<file path="src/rtl/assert_macros.svh">
// assertion helpers for the rtl folder
`ifndef ASSERT_MACROS_SVH
`define ASSERT_MACROS_SVH

// implication checked on every rising clock edge outside reset
`define ASSERT_CLK(label, clk, rstn, prop, msg) \
    label: assert property (@(posedge clk) disable iff (!rstn) prop) else $error(msg);

`endif

</file>
<file path="src/rtl/etrs_pkg.sv">
package etrs_pkg;

    localparam int unsigned CordicSteps = 16;
    localparam int unsigned FullTurn    = 23040;
    localparam int unsigned QuarterTurn = 5760;
    localparam logic signed [33:0] CordicGain = 34'sd652032874;
    localparam logic signed [33:0] HalfLsb    = 34'sd536870912;

    typedef logic signed [33:0] q30_t;
    typedef logic signed [31:0] q16_t;
    typedef logic signed [15:0] ang_t;

    // front side item: raw fields after acceptance
    typedef struct packed {
        q16_t move_x;
        q16_t move_y;
        q16_t move_z;
        ang_t angle_x;
        ang_t angle_y;
        ang_t angle_z;
        q16_t size_x;
        q16_t size_y;
        q16_t size_z;
    } item_t;

    typedef struct packed {
        q30_t x;
        q30_t y;
        logic signed [23:0] z;
    } crd_t;

    function automatic logic signed [23:0] atan_deg(input logic [3:0] i);
        logic signed [23:0] v;
        case (i)
            4'd0:  v = 24'sd2949120;
            4'd1:  v = 24'sd1740967;
            4'd2:  v = 24'sd919879;
            4'd3:  v = 24'sd466945;
            4'd4:  v = 24'sd234379;
            4'd5:  v = 24'sd117304;
            4'd6:  v = 24'sd58666;
            4'd7:  v = 24'sd29335;
            4'd8:  v = 24'sd14668;
            4'd9:  v = 24'sd7334;
            4'd10: v = 24'sd3667;
            4'd11: v = 24'sd1833;
            4'd12: v = 24'sd917;
            4'd13: v = 24'sd458;
            4'd14: v = 24'sd229;
            default: v = 24'sd115;
        endcase
        return v;
    endfunction

    // rounded q30 product, round half up
    function automatic q30_t mul_q30(input q30_t a, input q30_t b);
        logic signed [67:0] p;
        p = 68'(a) * 68'(b) + 68'(HalfLsb);
        return q30_t'(p >>> 30);
    endfunction

    // scale by q16.16 and clamp
    function automatic q16_t scale_sat(input q30_t r, input q16_t s);
        logic signed [66:0] p;
        logic signed [36:0] v;
        p = 67'(r) * 67'(s) + 67'(HalfLsb);
        v = 37'(p >>> 30);
        if (v > 37'sd2147483647) return 32'sh7fffffff;
        if (v < -37'sd2147483648) return 32'sh80000000;
        return q16_t'(v);
    endfunction

endpackage

</file>
<file path="src/rtl/etrs_front.sv">
module etrs_front (
    input  logic                 aclk,
    input  logic                 aresetn,
    input  logic                 in_valid,
    output logic                 in_ready,
    input  etrs_pkg::item_t      in_item,
    output logic                 q_valid,
    input  logic                 q_ready,
    output etrs_pkg::item_t      q_item
);
    import etrs_pkg::*;

    // two entry queue between front and back
    item_t      buf_reg [2];
    item_t      buf_next [2];
    logic [1:0] cnt_reg, cnt_next;
    logic       rd_reg, rd_next, wr_reg, wr_next;
    logic       push, pop;

    assign in_ready = (cnt_reg != 2'd2);
    assign q_valid  = (cnt_reg != 2'd0);
    assign q_item   = buf_reg[rd_reg];
    assign push     = in_valid && in_ready;
    assign pop      = q_valid && q_ready;

    always_comb begin
        buf_next = buf_reg;
        cnt_next = cnt_reg;
        rd_next  = rd_reg;
        wr_next  = wr_reg;
        if (push) begin
            buf_next[wr_reg] = in_item;
            wr_next = ~wr_reg;
        end
        if (pop) rd_next = ~rd_reg;
        if (push && !pop) cnt_next = cnt_reg + 2'd1;
        else if (pop && !push) cnt_next = cnt_reg - 2'd1;
    end

    always_ff @(posedge aclk) begin
        buf_reg <= buf_next;
        if (!aresetn) begin
            cnt_reg <= '0;
            rd_reg  <= 1'b0;
            wr_reg  <= 1'b0;
        end else begin
            cnt_reg <= cnt_next;
            rd_reg  <= rd_next;
            wr_reg  <= wr_next;
        end
    end
endmodule

</file>
<file path="config.mk">
export PLATFORM = sky130hd
export DESIGN_NAME = etrs_front
export DESIGN_NICKNAME = d
export VERILOG_FILES = /design/src/rtl/assert_macros.svh /design/src/rtl/etrs_pkg.sv /design/src/rtl/etrs_front.sv
export SDC_FILE = /design/constraint.sdc
export NUM_CORES = 1
export LEC_CHECK = 0
export ABC_AREA = 1
export BUFFER_PORTS_ARGS = -buffer_cell sky130_fd_sc_hd__buf_2
export CAP_MARGIN = 10
export CORE_AREA = 2 2 144 286
export DETAILED_ROUTE_END_ITERATION = 16
export DIE_AREA = 0 0 146 288
export MAX_ROUTING_LAYER = met4
export PLACE_DENSITY = 0.69
export SLEW_MARGIN = 25
export SYNTH_ARGS = -nofsm -noshare
export SYNTH_HDL_FRONTEND = slang
export SYNTH_SLANG_ARGS = --single-unit
</file>
<file path="constraint.sdc">
create_clock -name aclk -period 19.15 [get_ports aclk]
set_input_delay 3.83 -clock aclk [delete_from_list [all_inputs] [get_ports aclk]]
set_output_delay 3.83 -clock aclk [all_outputs]
set_load 0.1 [all_outputs]
</file>
==> impl_results.md, run 1 <==
- CTS H-tree lvls: 2
- Overflow after GRT: 0
- Clk sinks: roughly 480
- Worst-Skew Late Latency: 540 ps
- Synthesized area: 17660 µm²
- Synthesized Nets: 1532
- WP data arrival: about 3300 ps
- Port Buffers: approximately 490
- Post-Syn Instances: ~1300
- Final worst setup slack: 12070 ps
- Layout cells sized above 1: 0.3142
- Die Y: 288 µm
- Dpl hpwl: 27170 µm
- Routability cong.: 0.8626
- Crit path kind: reg -> out
- Final hold vios: 0
- Initial antenna violation count: 25
- R2R Setup Slk: 16540 ps
- PostCTS Resize Cnt: 0
- Ports: 486
- Critical Path End: q_item[140]
- Post-CTS Repair Setup Buffers: 0
- Tcrit/Tclk final: 0.3700
- Vias in the first global route: 11150
- Worst Path Required: 15320 ps
- Max clock buf depth: 3
- Site Rows: 104
- #FFs+latches synth: 484
- Post-layout util: 0.5516
- Vias: 11190
- Layout net count: between 2000 and 2500
- RSZ-0062 raised after global routing: no
- Clock-pin slew on the worst setup and hold paths: about 60 ps
- First-pass GRT wire length: 60260 µm
- Achievable Freq: 0.1411 GHz
- Initial drt markers: between 500 and 600
- Status: complete, no violations
- CTS tree: yes
- Critical path capture point type: output port
- Wire per inst: 17.31 µm
- Largest register FFs: 480
- DP Cell Count: 2261
- Worst slack, placed: around 13000 ps
- Area grow syn2layout: 25.19%
- Die area: around 42000 µm²
- Clk root buf: clkbuf_16
- Commonest non-fill, non-tap cells in the layout: 728 x nand2_1, 485 x buf_2, 480 x edfxtp_1
- Startpoint types: flip-flop
- Fin Setup TNS: 0 ps
- Top cells by area, synth: edfxtp_1 82%, nand2_1 15%, buf_4 0.94%
- Core Area: 40080 µm²
- Max transition margin: 0.3255
- Initial core utilization: 0.4407
- Cell Count, Final, Fillers Out: 2364
- Worst Hold Class: reg -> reg
- Final Max Tran Viols: 0
- Post-CTS Hold Buffers: 0
- Largest net degree at the start of global routing: 95
- Max Cap Viol: 0
- Clock Skew: between 15 and 20 ps
- Die Span X: 146 µm
- Ys Warns: 0
- Least-Margin Pin Slew: 1012 ps
- Number of remaining DRC errors: 0
- FF-to-FF path depth: 6
- Fillers: 3352
- Vias per cell: 4.735
- Start point of the critical path: rd_reg
- Final period demand of the worst path: 7085 ps
- Post-Route WL: 40920 µm
- Sequential-to-total area share from yosys stat: 0.8207
- Yosys cell types: 15
- Num CTS Buffers: 42
- Syn avg cell area: between 10 and 15 µm²
- RR Startpoint: cnt_reg[0]
- Global Route Usage Sum: 0.1921
- Worst R2R End: buf_reg[473]
- Synth top area share: 0.8162
- Commonest non-fill, non-tap cell in the layout: nand2_1
- Post-synth top area cell: edfxtp_1
- Post-DRT Antenna Nets: 0
- Final-report setup violation count: 0
- DRT Pass-1 Iters: 5
- Max Fanout on Critical Path: 88
[cells in the mapped netlist]
| library cell | number |
|---|---|
| nand3_1 | 1 |
| ha_1 | 1 |
| buf_4 | 22 |
| a21oi_1 | 2 |
| buf_6 | 2 |
| inv_4 | 1 |
| inv_1 | 7 |
| o21ai_0 | 3 |
| nand4_1 | 1 |
| nor2_1 | 6 |
| buf_2 | 27 |
| dfxtp_1 | 4 |
| clkbuf_1 | 2 |
| edfxtp_1 | 480 |
| nand2_1 | 728 |
[worst min path at each step]
stage,slack (ps),depth (start not counted),from,to
6_report,550,2,wr_reg,wr_reg
5_1_grt,580,2,wr_reg,wr_reg
4_1_cts,550,2,wr_reg,wr_reg
3_5_place_dp,540,2,wr_reg,wr_reg
3_3_place_gp,520,2,cnt_reg[0],cnt_reg[0]
2_1_floorplan,480,2,wr_reg,wr_reg
[per-stage QoR]
stage	hold slack, ps	cell area, µm²
4_1_cts	554.1	22020
2_1_floorplan	475.6	17660
3_5_place_dp	544.9	20540
5_1_grt	576.1	22110
3_3_place_gp	516.6	20530
6_report	545.1	22110
[layout make-up]
cell class | count | area, µm² | area share
Antenna cell | 26 | 65.06 | 0.002943
Clock buffer | 51 | 1149 | 0.05195
Clock inverter | 25 | 327.8 | 0.01483
Inverter | 8 | 35.03 | 0.001585
Multi-Input combinational cell | 742 | 2819 | 0.1275
Sequential cell | 484 | 14500 | 0.6557
Tap cell | 530 | 663.1 | 0.02999
Timing Repair Buffer | 498 | 2552 | 0.1155
[cells by family after synthesis]
family                   after synthesis  share of synthesized area
AO/OA/AOI/OAI                          5                   0.001417
adder cells (fa/ha/maj)                1                  0.0007084
buffers and inverters                 61                    0.02055
flip-flops                           484                     0.8207
AND/OR/NAND/NOR                      736                     0.1566
[per-layer routing]
layer | vias to the layer above | GRT usage | part of all wire
met3 | 116 | 0.04073 | 0.068
li1 | 5359 | - | -
met5 | - | - | 0
met2 | 436 | 0.3358 | 0.53
met4 | 0 | 0.1080 | 0.050
met1 | 5282 | 0.2011 | 0.35
[critical path: stages, from the launching register on]
cell and delay [ps]:
dfxtp_4 570, inv_6 470, buf_4 790, nand2_1 100, nand2_1 160, buf_2 450
Power of run 1 is not shown: default switching activity piles up to over one toggle a cycle in this logic, so the estimate is an artifact.
==> inputs of run 2 (changes only) <==
Settings changed: PLACE_DENSITY 0.69 to 0.72.
Clock period 19.15 ns to 6.1 ns, I/O delays scaled along.
==> run 2 against run 1 <==
Effect of this change: non-clock buffer count down 3; critical path depth is the same; register-to-register slack got worse by 12000 ps; cell area is 0.91% lower; routed wire length rose by 1.5%; via count up 0.56%.
==> impl_results.md, run 2 (synthesis gave the netlist of run 1 again) <==
- Final Max Tran Viols: 0
- CP bufs+invs: 3
- Worst Hold Class: reg -> reg
- Max Fanout on Critical Path: roughly 120
- Dpl hpwl: 27940 µm
- CTS tree: yes
- Final period demand of the worst path: 4314 ps
- Final hold vios: 0
- RR Startpoint: cnt_reg[0]
- Vias: 11260
- Worst Path Required: 4880 ps
- R2R Setup Slk: 4080 ps
- Wire per inst: 17.67 µm
- Ports: 486
- First-pass GRT wire length: 60710 µm
- Max Cap Viol: 0
- Slowest stage delay, CP: a little under 700 ps
- Die Y: 288 µm
- Worst path slowest cell: inv_6
- Achievable Freq: 0.2318 GHz
- Commonest non-fill, non-tap cell in the layout: nand2_1
- Max clock buf depth: 3
- Vias in the first global route: roughly 11000
- Largest register FFs: 480
- Status: complete, no violations
- Initial core utilization: 0.4407
- Port Buffers: 485
- Layout net count: 2017
- Initial drt markers: 608
- Largest net degree at the start of global routing: 141
- Crit path cell chain: inv_6 -> buf_4 -> nand2_1 -> nand2_1 -> buf_2
- Post-CTS Repair Setup Buffers: 0
- Clk root buf: clkbuf_16
- CP Depth: 5
- Startpoint types: flip-flop
- Critical path capture point type: output port
- Final-report setup violation count: 0
- Commonest non-fill, non-tap cells in the layout: 728 x nand2_1, 485 x buf_2, 480 x edfxtp_1
- Die area: roughly 42000 µm²
- Overflow after GRT: 0
- DP Cell Count: 2259
- RSZ-0062 raised after global routing: no
- Worst-Skew Late Latency: 520 ps
- Post-Route WL: 41530 µm
- Least-Margin Pin Slew: 1007 ps
- Max transition margin: 0.3286
- DRT Pass-1 Iters: 4
- Clock Skew: 13.16 ps
- Core Area: 40080 µm²
- Die Span X: 146 µm
- Worst R2R End: buf_reg[12]
- WP data arrival: 3090 ps
- Site Rows: 104
- Vias per cell: 4.790
- Number of remaining DRC errors: 0
- Tcrit/Tclk final: 0.7072
- Most frequent cell on the critical path: nand2_1
- Clock-pin slew on the worst setup and hold paths: roughly 60 ps
- Initial antenna violation count: 17
- Crit path kind: reg -> out
- Layout cells sized above 1: 0.3085
- Area of the multi-input gates: between 2000 and 3000 µm²
- Area grow syn2layout: 24.05%
- Fillers: between 3000 and 4000
- Clk sinks: 484
- PostCTS Resize Cnt: 0
- FF/Latch Area: ~14000 µm²
- Cell Count, Final, Fillers Out: 2350
- FF-to-FF path depth: 5
- CTS H-tree lvls: 2
- Worst path top cell family by delay: buffers and inverters
- Routability cong.: 0.8390
- Start point of the critical path: rd_reg
- Critical Path End: q_item[25]
- Post-DRT Antenna Nets: 0
- Post-CTS Hold Buffers: 0
- Num CTS Buffers: 41
- Global Route Usage Sum: 0.1923
## run 2: cell count changes in the layout (fill, tap and decap cells not counted), sizes merged
cell	before	now
clkinv	13	15
diode	26	18
bufinv	7	5
inv	12	11
buf	498	495
clkinvlp	1	0
clkbuf	51	50
## run 2: worst min path at each step
stage,startpoint,to,slack [ps],depth (start not counted)
floorplan,wr_reg,wr_reg,490,2
global placement,cnt_reg[0],cnt_reg[0],520,2
detailed placement,wr_reg,wr_reg,540,2
CTS,wr_reg,wr_reg,550,2
global route,wr_reg,wr_reg,580,2
finish,wr_reg,wr_reg,540,2
## run 2: cell type report
type / count / share of cell area
well taps: 530 / 0.03027
flip-flops and latches: 484 / 0.6617
inverters: 8 / 0.001599
clock inverters: 23 / 0.01119
diodes: 18 / 0.002056
repair buffers: 495 / 0.1161
clock buffers: 50 / 0.04837
multi-input cells: 742 / 0.1287
## run 2: worst register-to-register path, delay by kind of cell, from the launching register on
family,cells,cell delay [ps]
buffers and inverters,2,530
flip-flops,1,330
AND/OR/NAND/NOR,3,430
## run 2: layer usage
metal / track usage / wire, µm
met3: 0.03423 / 2536
met1: 0.2026 / 14470
met4: 0.09879 / 1962
met2: 0.3440 / 22560
met5: - / 0
## run 2: stage by stage
step	setup WS [ps]	util	TNS, ps	hold slack (ps)	cell area, µm²
after floorplan	-1995	-	-957560	491.6	17670
after global placement	2329	0.5129	0	515.1	20550
after detailed placement	2258	0.5129	0	537.0	20550
after CTS	1648	0.5454	0	545.8	21860
after global routing	1494	0.5466	0	581.1	21910
final	1786	0.5466	0	540.7	21910
Power of run 2 is left out for the same reason.
